File: src/bffc_div.sv
// Restoring divider, one quotient bit per cycle, 64 by 32 bits.
// No dependencies.
`default_nettype none
module bffc_div (
  input  wire logic        clk_i,
  input  wire logic        rst_ni,
  input  wire logic        start_i,
  input  wire logic [63:0] num_i,
  input  wire logic [31:0] den_i,
  output logic             done_o,
  output logic [63:0]      quot_o
);
  logic [63:0] quot_q, quot_d;
  logic [32:0] rem_q, rem_d;
  logic [31:0] den_q;
  logic [6:0]  cnt_q, cnt_d;
  logic        run_q, run_d, done_q, done_d;
  logic [32:0] trial;

  assign trial = {rem_q[31:0], quot_q[63]} - {1'b0, den_q};

  always_comb begin
    quot_d = quot_q;
    rem_d  = rem_q;
    cnt_d  = cnt_q;
    run_d  = run_q;
    done_d = 1'b0;
    if (start_i) begin
      quot_d = num_i;
      rem_d  = '0;
      cnt_d  = 7'd64;
      run_d  = 1'b1;
    end else if (run_q) begin
      if (!trial[32]) begin
        rem_d  = trial;
        quot_d = {quot_q[62:0], 1'b1};
      end else begin
        rem_d  = {rem_q[31:0], quot_q[63]};
        quot_d = {quot_q[62:0], 1'b0};
      end
      cnt_d = cnt_q - 7'd1;
      if (cnt_q == 7'd1) begin
        run_d  = 1'b0;
        done_d = 1'b1;
      end
    end
  end

  always_ff @(posedge clk_i or negedge rst_ni) begin
    if (!rst_ni) begin
      run_q  <= 1'b0;
      done_q <= 1'b0;
      cnt_q  <= '0;
    end else begin
      run_q  <= run_d;
      done_q <= done_d;
      cnt_q  <= cnt_d;
    end
  end

  always_ff @(posedge clk_i) begin
    quot_q <= quot_d;
    rem_q  <= rem_d;
    if (start_i) begin
      den_q <= den_i;
    end
  end

  assign done_o = done_q;
  assign quot_o = quot_q;
endmodule
`default_nettype wire

File: config.mk
export PLATFORM = sky130hd
export DESIGN_NAME = bffc_div
export DESIGN_NICKNAME = d
export VERILOG_FILES = /design/src/bffc_div.sv
export SDC_FILE = /design/constraint.sdc
export NUM_CORES = 1
export LEC_CHECK = 0
export ABC_AREA = 1
export BUFFER_PORTS_ARGS = -buffer_cell sky130_fd_sc_hd__buf_2
export CORE_MARGIN = 5
export CORE_UTILIZATION = 55
export CTS_BUF_LIST = sky130_fd_sc_hd__clkbuf_4
export DETAILED_ROUTE_END_ITERATION = 6
export PLACE_DENSITY = 0.79
export SLEW_MARGIN = 20
export SYNTH_ARGS = -nofsm -noshare
export SYNTH_HDL_FRONTEND = slang
export SYNTH_SLANG_ARGS = --single-unit
File: constraint.sdc
create_clock -name clk_i -period 6.8 [get_ports clk_i]
set_input_delay 0.34 -clock clk_i [delete_from_list [all_inputs] [get_ports clk_i]]
set_output_delay 0.34 -clock clk_i [all_outputs]
set_load 0.01 [all_outputs]
# Yosys cells after proc, flatten, opt, wreduce, memory -nomap -nowiden

Cells that the tools add are included.

Add/sub/neg operators: 2
Equal/unequal tests: 1
Muxes and demuxes: 12
Reductions and logical operators: 1

Operators by type and width:

| operator              | number |
|---|---|
| $mux W64              | 2 |
| $sub A33 B32 Y33      | 1 |
| $mux W32              | 1 |
| $mux W7               | 2 |
| $eq A7 B1 Y1 const B  | 1 |
| $mux W1               | 7 |
| $sub A7 B1 Y7 const B | 1 |
| $reduce_bool A2 Y1    | 1 |

Bits in registers: 137
Input port bits: 99
Output and inout port bits: 65
Word-level logic and storage cells: 22

# Logic depth before layout (Yosys ltp)

Gate-level depths: netlist of run 1.

Depth in word-level cells: 4
Mapped depth: 18
Gate-level depth less buffers: 17

# Least setup slack after synthesis of run 1

Ideal clock, no wire load.

Path type: register -> register
Start: register quot_q[63], in the netlist quot_o[63]
End: register quot_q[0], in the netlist quot_o[0] (data pin)
Library setup time: 0.269 ns
Data arrival time: 2.086 ns
Required time: 6.531 ns
Slack: 4.445 ns
Cell stages (with the launch flop): 17
Buffers on the path: 1
Clock period less this slack: 2.355 ns
Path through: edfxtp_1 -> inv_1 -> ha_1 -> fa_1 -> inv_1 -> nand2_1 -> nand2_1 -> nand3_1 -> nand2_1 -> nand2_1 -> nand2_1 -> nand2_2 -> nand2_2 -> nand2_1 -> nand2_2 -> buf_4 -> o21ai_0

Longest elaborated chain between the ends: 4

RTL lines:

| what                   | line | source |
|---|---|---|
| from (decl)            | 13   | `logic [63:0] quot_q, quot_d;` |
| from (signal assigned) | 62   | `quot_q <= quot_d;` |
| $sub A33 B32 Y33       | 20   | `assign trial = {rem_q[31:0], quot_q[63]} - {1'b0, den_q};` |
| $mux W1                | 34   | `if (!trial[32]) begin` |
| $mux W64               | 33   | `end else if (run_q) begin` |
| $mux W64               | 28   | `if (start_i) begin` |
| net quot_d[0]          | 13   |  |

The timed path passes the listed nets, and every way through them passes these cells. The select of a mux whose other input is x is not followed.
A chain may end at the register's enable or synchronous reset.

# Worst setup path after layout of run 1

Ends and elaborated chain as after synthesis.

==> results.json, run 1 <==
{
  "setup_tns_ps": 0,
  "critPathLaunchType": "flip-flop",
  "clkTransAtPathRegs_ps": 130,
  "drc_errors": 0,
  "arrival_ps": 3160,
  "cts_resized": 0,
  "ys_seq_elements": 137,
  "cts_sinks": 137,
  "die_area_um2": 17600,
  "holdBufCountCts": 65,
  "grt_max_degree": 71,
  "vias": 7906,
  "die_height_um": 133,
  "portBuffers": 163,
  "cap_violations": 0,
  "hold_viol": 0,
  "nNetsFinal": 1535,
  "antenna_left": 0,
  "synthToLayoutAreaGrowth_pct": 22.7,
  "synth.distinct_cells": 34,
  "avgSynthCellArea_um2": 7.05,
  "crit_required_ps": 7100,
  "yosys_warnings": 0,
  "hold_class": "in -> reg",
  "drt_wl_total_mm": 21.8,
  "core-area_um2": 14600,
  "cts_max_path_buffers": 2,
  "grt_overflow": 0,
  "cts_setup_buffers": 0,
  "initial_core_util_pct": 56.6,
  "antenna_found_initial": 1,
  "clk_latency_ps": 580,
  "finClkSkew_ps": 24.2,
  "cts-root-buf": "clkbuf_4",
  "dp_hpwl_mm": 15.4,
  "maxSlewViolCount": 0,
  "p_leak_nw": 5.71,
  "synthCells": 1176,
  "cp_slowest_cell": "nand2_2",
  "tightest_slew_ps": 912,
  "critPathMaxFanout": 33,
  "cp_common_cell": "nand2_1",
  "layout-drive-gt1-share_pct": 15.0,
  "vias_per_cell": 4.94,
  "syn_area_um2": 8290,
  "critPathCaptureType": "flip-flop",
  "grt_pass1_wl_mm": 36.5,
  "io-pin-count": 164,
  "synth_seq_area_share_pct": 45.2,
  "place_congestion": 0.941,
  "cts_htree_levels": 4,
  "cts_tree": "done",
  "vdd_ir_drop_max_uv": 169,
  "setup_viol": 0,
  "crit_chain": "inv_1, ha_1, fa_1, inv_1, nand2_1, nand2_1, nand3_1, nand2_1, nand2_1, nand2_1, nand2_2, nand2_2, nand2_1, nand2_2, o21ai_0",
  "finalPower_mw": 3.31,
  "min_period_ps": 2860,
  "fmax_ghz": 0.350,
  "synth_ff_type": "edfxtp_1",
  "r2r_slack_ps": 3940,
  "numCtsBuffers": 17,
  "grt_usage_pct": 25.3,
  "worstSetupPathType": "reg -> reg",
  "synth_fp_nets": 1310,
  "row_count": 44,
  "rsz0062_at_grt": "false",
  "firstDrtPassIters": 5,
  "fin_util_pct": 69.4,
  "p_per_area_nw_per_um2": 325,
  "synth_edf_count": 96,
  "status": "finished clean",
  "worst_slew_margin_rel_pct": 39.2,
  "slowest_delay_ps": 520,
  "finalCritPeriodShare_pct": 42.0,
  "wire_per_inst_um": 13.6,
  "first_global_vias": 7727,
  "async_flop_share_pct": 6.57,
  "drt_iter0_markers": 464,
  "die_x_um": 133
}
per-stage QoR:
step | instance area, um2 | worst slack, ps | instances | hold WS [ps]
2_1_floorplan | 8290 | 4440 | 1176 | 44.4
3_3_place_gp | 9250 | 4080 | 1501 | 204
3_5_place_dp | 9250 | 3890 | 1501 | 207
4_1_cts | 10200 | 3920 | 1598 | 1.12
5_1_grt | 10200 | 3620 | 1599 | 19.0
6_report | 10200 | 3940 | 1599 | 44.4
logic make-up (layout without fill, tap and decap cells):
kind of cell	count (synthesis)	count (layout)	share of synthesized area, %
AND/OR/NAND/NOR	712	712	34.3
buffers and inverters	242	480	11.3
flip-flops	137	137	45.2
adder cells (fa/ha/maj)	35	35	5.38
AO/OA/AOI/OAI	35	35	2.22
XOR/XNOR	15	15	1.59
other	0	1	0
area by class of cell:
type / instances / area [um2]
Fill cell: 1214 / 4480
Sequential cell: 137 / 3750
Multi-Input combinational cell: 797 / 3610
Timing Repair Buffer: 232 / 1500
Inverter: 216 / 812
Tap cell: 184 / 230
Clock buffer: 19 / 143
Clock inverter: 13 / 123
Antenna cell: 1 / 2.50
Yosys cell counts (4+ instances only):
cell type,n,area share (%)
nand2_1,564,26
inv_1,214,9.7
edfxtp_1,96,35
nand3_1,64,3.9
nor2_1,51,2.3
ha_1,34,5.1
dfxtp_1,32,7.7
a21oi_1,21,1.3
clkbuf_1,19,0.86
xnor2_1,11,1.2
nand4_1,10,0.75
dfrtp_1,9,2.7
o21ai_0,9,0.54
and2_1,6,0.45
nor3_1,5,0.30
nand2_2,4,0.30
xor2_1,4,0.42
state kept, by name, indices dropped and copies added (netlist names):
signal	cells
done_o	1
quot_o	64
den_q	32
run_q	1
cnt_q	7
rem_q	32
critical path, delay by kind of cell (launching register included):
kind / cells / cell delay, ps
AOI/OAI and AO/OA: 1 / 170
DFF: 1 / 360
buffers and inverters: 2 / 170
and+or+nand+nor: 10 / 1280
adders and majority gates: 2 / 620
power breakdown:
group,internal (mW),total (mW),switching [mW]
clock,0.194,0.523,0.330
sequential,1.06,1.18,0.112
combinational,0.578,1.61,1.03
path summary, 6_finish.rpt:
| path | start | end | depth (start not counted) |
|---|---|---|---|
| setup / recovery | quot_o[63] | quot_o[0] | 15 |
| hold / removal | num_i[34] | quot_o[34] | 3 |
| setup reg to reg | quot_o[63] | quot_o[0] | 15 |
| hold reg to reg | rem_q[25] | rem_q[25] | 2 |
| max in group asynchronous | rst_ni | cnt_q[0] | 2 |
| min in group asynchronous | rst_ni | cnt_q[2] | 2 |
cell usage in the layout, fill, tap and decap left out, drive strengths merged:
cell type / netlist / final
buf: 7 / 167
edfxtp: 96 / 96
dfxtp: 32 / 32
a21oi: 21 / 21
dlygate4sd3: 0 / 65
nand4: 10 / 10
ha: 34 / 34
nand3: 65 / 65
inv: 216 / 219
nor2: 52 / 52
dfrtp: 9 / 9
a21o: 1 / 1
nor4: 1 / 1
xor2: 4 / 4
and3: 1 / 1
clkinvlp: 0 / 3
o22ai: 1 / 1
bufinv: 0 / 1
and2: 6 / 6
o21ai: 10 / 10
xnor2: 11 / 11
fa: 1 / 1
clkbuf: 19 / 19
nor3: 6 / 6
clkinv: 0 / 6
diode: 0 / 1
o21bai: 2 / 2
nand3b: 1 / 1
or2: 1 / 1
nand2: 569 / 569
routing by layer:
metal	share of wire [%]	GRT usage, %
met3	7.6	6.04
met1	43	31.5
met4	2.3	8.78
met2	48	43.3
met5	0	0
Note: power is estimated with default switching activity, not from simulation.
==> run 2, diff against run 1 <==
Clock period 6.8 ns to 2.9 ns, I/O delays scaled along.
==> run 2 against run 1 <==
The run now ends with DRC left; sequential cell count stayed put; non-clock buffer count rose by 37; hold slack better by 5.3 ps; critical endpoint is now rem_q[14]; largest cell class unchanged; highest routed layer unchanged.
==> results.json, run 2 (same netlist as run 1, synthesis figures left out) <==
{
  "die_height_um": 133,
  "initial_core_util_pct": 56.6,
  "p_switching_mw": 3.56,
  "place_congestion": 0.942,
  "worstSetupPathType": "reg -> reg",
  "largest_reg_flops": 64,
  "hold_class": "in -> reg",
  "vias": 8282,
  "die_x_um": 133,
  "wire_per_inst_um": 14.8,
  "worstHoldStart": "start_i",
  "seq_power_share_pct": 35.0,
  "die_area_um2": 17600,
  "ff2ff_path_depth": 18,
  "critPathCaptureType": "flip-flop",
  "grt_usage_pct": 27.5,
  "slowest_delay_ps": 410,
  "grt_pass1_wl_mm": 39.5,
  "worst_slew_margin_rel_pct": 51.8,
  "cts_setup_buffers": 0,
  "p_per_area_nw_per_um2": 752,
  "drc_errors": 16,
  "arrival_ps": 3070,
  "cell_internal_pwr_mw": 4.36,
  "hold_viol": 0,
  "critPathLaunchType": "flip-flop",
  "min_to": "den_q[29]",
  "portBuffers": 163,
  "nNetsFinal": 1572,
  "drt_iter0_markers": 695,
  "antenna_found_initial": 1,
  "cp_common_cell": "nand2_1",
  "vias_per_cell": 5.06,
  "clkTransAtPathRegs_ps": 140,
  "cts-root-buf": "clkbuf_4",
  "finalPower_mw": 7.92,
  "cts_sinks": 137,
  "vdd_ir_drop_max_uv": 401,
  "grt_max_degree": 65,
  "grt_overflow": 0,
  "maxSlewViolCount": 0,
  "first_global_vias": 8364,
  "tightest_slew_ps": 723,
  "clockPowerShare_pct": 15.5,
  "hold_path_depth": 1,
  "critPathMaxFanout": 16,
  "rsz0062_at_grt": "false",
  "finClkSkew_ps": 44.5,
  "layout-drive-gt1-share_pct": 14.8,
  "dp_hpwl_mm": 15.6,
  "setup_viol": 0,
  "cts_resized": 0,
  "cts_htree_levels": 4,
  "p_leak_nw": 5.87,
  "io-pin-count": 164,
  "firstDrtPassIters": 7,
  "r2r_start": "quot_o[63]",
  "numCtsBuffers": 17,
  "drt_wl_total_mm": 24.2,
  "switching_share_pct": 44.9,
  "cap_violations": 0,
  "synthToLayoutAreaGrowth_pct": 27.1,
  "cts_tree": "done",
  "p_comb_share_pct": 49.4,
  "min_period_ps": 2620,
  "cts_max_path_buffers": 2,
  "final_common_cell": "nand2_1",
  "core-area_um2": 14600,
  "r2r-end": "rem_q[14]",
  "crit_chain": "inv_1, ha_1, fa_1, inv_1, nand2_1, nand2_1, nand3_1, nand2_1, nand2_1, nand2_1, nand2_2, nand2_2, nand2_1, nand2_2, buf_4, nand2_1, nand3_1, nand2_1",
  "row_count": 44,
  "cp_slowest_cell": "fa_1",
  "r2r_slack_ps": 280,
  "crit_required_ps": 3350,
  "finalCritPeriodShare_pct": 90.4,
  "fmax_ghz": 0.381,
  "clk_latency_ps": 590,
  "antenna_left": 0,
  "violations": "DRC",
  "setup_tns_ps": 0,
  "status": "finished with violations",
  "layout.cells.most_common_list": "nand2_1 (564), inv_1 (213), buf_2 (162), dlygate4sd3_1 (98), edfxtp_1 (96)"
}
-- run 2: worst max path at each step --
stage	end	start	slack, ps	depth (start not counted)
6_report	rem_q[14]	quot_o[63]	280	18
5_1_grt	rem_q[14]	quot_o[63]	20	17
4_1_cts	rem_q[14]	quot_o[63]	290	18
3_5_place_dp	rem_q[14]	quot_o[63]	320	18
3_3_place_gp	rem_q[0]	quot_o[63]	460	18
2_1_floorplan	quot_o[0]	quot_o[63]	540	16
-- run 2: layer usage --
layer / GRT usage [%] / vias to the layer above / part of all wire [%]
li1: - / 4106 / -
met1: 32.9 / 3690 / 39
met2: 47.8 / 415 / 49
met3: 7.10 / 71 / 9.0
met4: 10.1 / 0 / 3.3
met5: 0 / - / 0
-- run 2: stage by stage --
step	setup WS [ps]	hold WS, ps	cell area (um2)	utilization [%]	instances
after floorplan	545	-151	8290	-	1176
after global placement	465	7.16	9290	63.4	1505
after detailed placement	319	10.1	9290	63.4	1505
final	278	49.7	10500	71.9	1636
after global routing	20.8	37.7	10500	71.9	1636
after CTS	294	33.0	10500	71.9	1635
-- run 2: power groups by stage --
stage / Sequential [mW] / Combinational [mW] / Clock (mW)
after floorplan: 2.78 / 2.84 / 0
after global placement: 2.79 / 3.63 / 0
after detailed placement: 2.79 / 3.74 / 0
after CTS: 2.76 / 3.85 / 1.23
after global routing: 2.81 / 4.46 / 1.32
final: 2.77 / 3.91 / 1.23
-- run 2: area by class of cell --
type / instances / area [um2]
tap: 184 / 230
sequential: 137 / 3750
clock inverter: 13 / 120
clock buffer: 19 / 143
inverter: 216 / 811
timing repair buffer: 269 / 1870
antenna: 1 / 2.50
fill: 1115 / 4110
multi-input combinational: 797 / 3610
-- run 2: repair_timing --
item	CTS	global route
hold buffers	98	0
hold endpoints to repair	105	0
setup endpoints to repair	0	0
-- run 2: critical path, delay by kind of cell (launching register included) --
kind	cells	cell delay, ps
fa+ha+maj	2	630
simple gates	13	1100
flops	1	360
buf+inv	3	430
==> run 3, diff against run 2 <==
Settings changed: ABC_AREA 1 to not set, PLACE_DENSITY 0.79 to 0.8, TNS_END_PERCENT set to 5.
==> run 3 against run 2 <==
The run now ends clean; final cell count shrank 30%; largest cell class unchanged; power shrank 12%; sequential share of layout area grew 2.2 points; register-to-register slack lost 150 ps; wire length shrank 16%; combinational power shrank 27%; first-iteration DRC count shrank 32%; clock skew shrank 14 ps; highest routed layer unchanged; hold slack gained 230 ps; critical path type unchanged; maximum frequency shrank 5.6%; design area shrank 5.8%.
==> results.json, run 3 <==
{
  "seq_power_share_pct": 39.6,
  "cts_tree": "done",
  "setup_slack_ps": 123,
  "p_per_area_nw_per_um2": 704,
  "portBuffers": 163,
  "synth_seq_area_share_pct": 50.8,
  "fmax_ghz": 0.360,
  "synth_common_cells": "edfxtp_1 (96), nand2_1 (72), mux2_2 (65), nor2_1 (63), inv_1 (40)",
  "grt_overflow": 0,
  "synthTopCellsByArea": "edfxtp_1 (39%), mux2_2 (9.9%), dfxtp_1 (8.7%)",
  "die_height_um": 126,
  "crit_chain": "inv_1, ha_1, fa_2, nand2b_4, a211oi_4, o21ai_2, a31oi_4, o21ai_4, xnor2_2, buf_4, clkbuf_16, nand2_1, a311oi_1",
  "finClkSkew_ps": 30.4,
  "synth.distinct_cells": 54,
  "numCtsBuffers": 17,
  "crit_required_ps": 3380,
  "finalPower_mw": 6.98,
  "clkTransAtPathRegs_ps": 160,
  "avgSynthCellArea_um2": 10.9,
  "synth_fp_nets": 814,
  "hold_path_depth": 2,
  "syn_area_um2": 7380,
  "cts_max_path_buffers": 2,
  "cap_violations": 0,
  "yosys_warnings": 0,
  "p_switching_mw": 2.66,
  "detailedPlace.worstSlack_ps": -92.8,
  "firstDrtPassIters": 6,
  "die_area_um2": 15800,
  "drt_wl_total_mm": 20.2,
  "r2r_start": "quot_o[63]",
  "cts_sinks": 137,
  "n_fill_cell": 861,
  "fin_area_um2": 9930,
  "place_congestion": 0.931,
  "p_leak_nw": 4.28,
  "row_count": 42,
  "layout-drive-gt1-share_pct": 32.8,
  "ys_seq_elements": 137,
  "hold_class": "in -> reg",
  "yosysTopAreaCellShare_pct": 39.1,
  "grt_max_degree": 86,
  "placed_area_um2": 8440,
  "hold_viol": 0,
  "synthToLayoutAreaGrowth_pct": 34.5,
  "rsz0062_at_grt": "true",
  "worst_slew_margin_rel_pct": 63.7,
  "grt_pass1_wl_mm": 32.5,
  "critPathLaunchType": "flip-flop",
  "status": "finished clean",
  "worstSetupPathType": "reg -> reg",
  "first_global_vias": 6624,
  "setup_viol": 0,
  "vdd_ir_drop_max_uv": 452,
  "die_x_um": 126,
  "arrival_ps": 3260,
  "synthCells": 680,
  "nNetsFinal": 1087,
  "critPathCaptureType": "flip-flop",
  "cp_slowest_cell": "edfxtp_1",
  "synth_ff_type": "edfxtp_1",
  "drc_errors": 0,
  "p_comb_share_pct": 40.7,
  "antenna_found_initial": 0,
  "drt_iter0_markers": 476,
  "cts-root-buf": "clkbuf_4",
  "clockPowerShare_pct": 19.7,
  "layout.cells.most_common_list": "buf_2 (162), dlygate4sd3_1 (99), edfxtp_1 (96), nand2_1 (71), mux2_2 (65)",
  "yosysTopAreaCell": "edfxtp_1",
  "dp_hpwl_mm": 12.5,
  "finalCritPeriodShare_pct": 95.8,
  "largest_reg_flops": 64,
  "endpoint": "rem_q[11]",
  "wire_per_inst_um": 17.7,
  "tightest_slew_ps": 542,
  "fin_hold_ws_ps": 280,
  "vias": 6402,
  "r2r_slack_ps": 120,
  "switching_share_pct": 38.0,
  "diodes": 0,
  "synth_edf_count": 96,
  "slowest_delay_ps": 370,
  "cell_internal_pwr_mw": 4.33,
  "cts_htree_levels": 4,
  "vias_per_cell": 5.61,
  "ff2ff_path_depth": 13,
  "final_common_cell": "buf_2",
  "io-pin-count": 164,
  "async_flop_share_pct": 6.57,
  "post-synth-top-count-cell": "edfxtp_1",
  "core-area_um2": 13200,
  "min_period_ps": 2780,
  "clk_latency_ps": 580,
  "crit_start": "quot_o[63]",
  "critPathMaxFanout": 13,
  "setup_tns_ps": 0,
  "r2r-end": "rem_q[11]",
  "antenna_left": 0,
  "maxSlewViolCount": 0,
  "initial_core_util_pct": 56.0,
  "grt_usage_pct": 25.4
}
run 3: cell count changes after synthesis, sizes merged, moves of 7 or more:
cell    before  now
a211oi       0    8
a21o         1   14
a21oi       21   35
a311oi       0   23
inv        216   40
mux2         0   65
nand2      569   72
nand2b       0   11
nand3       65   13
nor2        52   63
nor3         6   13
o21ai       10   30
xor2         4   18
run 3: cell families after synthesis:
logic type / synth area share, %
muxes: 10.3
AOI/OAI and AO/OA: 12.5
buffers and inverters: 4.09
xor gates and xnor gates: 4.39
DFF: 50.8
adders and majority gates: 6.03
and+or+nand+nor: 11.9
run 3: power by group through the flow:
stage                     sequential [mW]  clock, mW  combinational, mW
final                                2.77       1.37               2.84
after global placement               2.77          0               2.42
after global routing                 2.81       1.47               3.12
after detailed placement             2.78          0               2.50
after CTS                            2.75       1.41               2.70
after floorplan                      2.79          0               1.78
run 3: routing by layer:
layer	GRT usage, %	up-vias	wire length, um
met2	43.2	305	10000
met5	0	-	0
li1	-	3035	-
met4	8.96	0	521
met3	7.92	55	1640
met1	30.6	3007	8030
run 3: critical path: cells and delay by family, from the launching register on:
| kind | cells | cell delay [ps] |
|---|---|---|
| compound gates | 5 | 1000 |
| buf+inv | 3 | 360 |
| flops | 1 | 370 |
| xor+xnor | 1 | 160 |
| fa+ha+maj | 2 | 580 |
| simple gates | 2 | 220 |
run 3: through the flow:
stage,cells,utilization (%)
after floorplan,680,-
after global routing,1142,75.3
after detailed placement,1004,64.0
after CTS,1139,74.5
final,1142,75.3
after global placement,1004,64.0
run 3: worst min-delay path by stage:
| stage | startpoint | end | slack (ps) |
|---|---|---|---|
| final | den_i[8] | den_q[8] | 280 |
| after CTS | den_i[24] | den_q[24] | 250 |
| after global placement | rst_ni | cnt_q[5] | -5 |
| after global routing | den_i[8] | den_q[8] | 240 |
| after detailed placement | rst_ni | done_o | 3 |
| after floorplan | rst_ni | cnt_q[0] | -150 |
run 3: timing repair:
action                     CTS  global route
pin swaps                    7             8
gates cloned                 1             0
setup buffers                3             3
resized for setup            6            21
hold buffers                99             0
hold endpoints to repair   106             0
setup endpoints to repair   28            27
run 3: area by class of cell:
type / count / area, um2 / share of cell area [%]
repair buffers: 287 / 2060 / 20.7
flip-flops and latches: 137 / 3750 / 37.8
clock buffers: 17 / 128 / 1.29
clock inverters: 15 / 180 / 1.81
well taps: 176 / 220 / 2.22
inverters: 40 / 150 / 1.51
multi-input cells: 470 / 3450 / 34.7
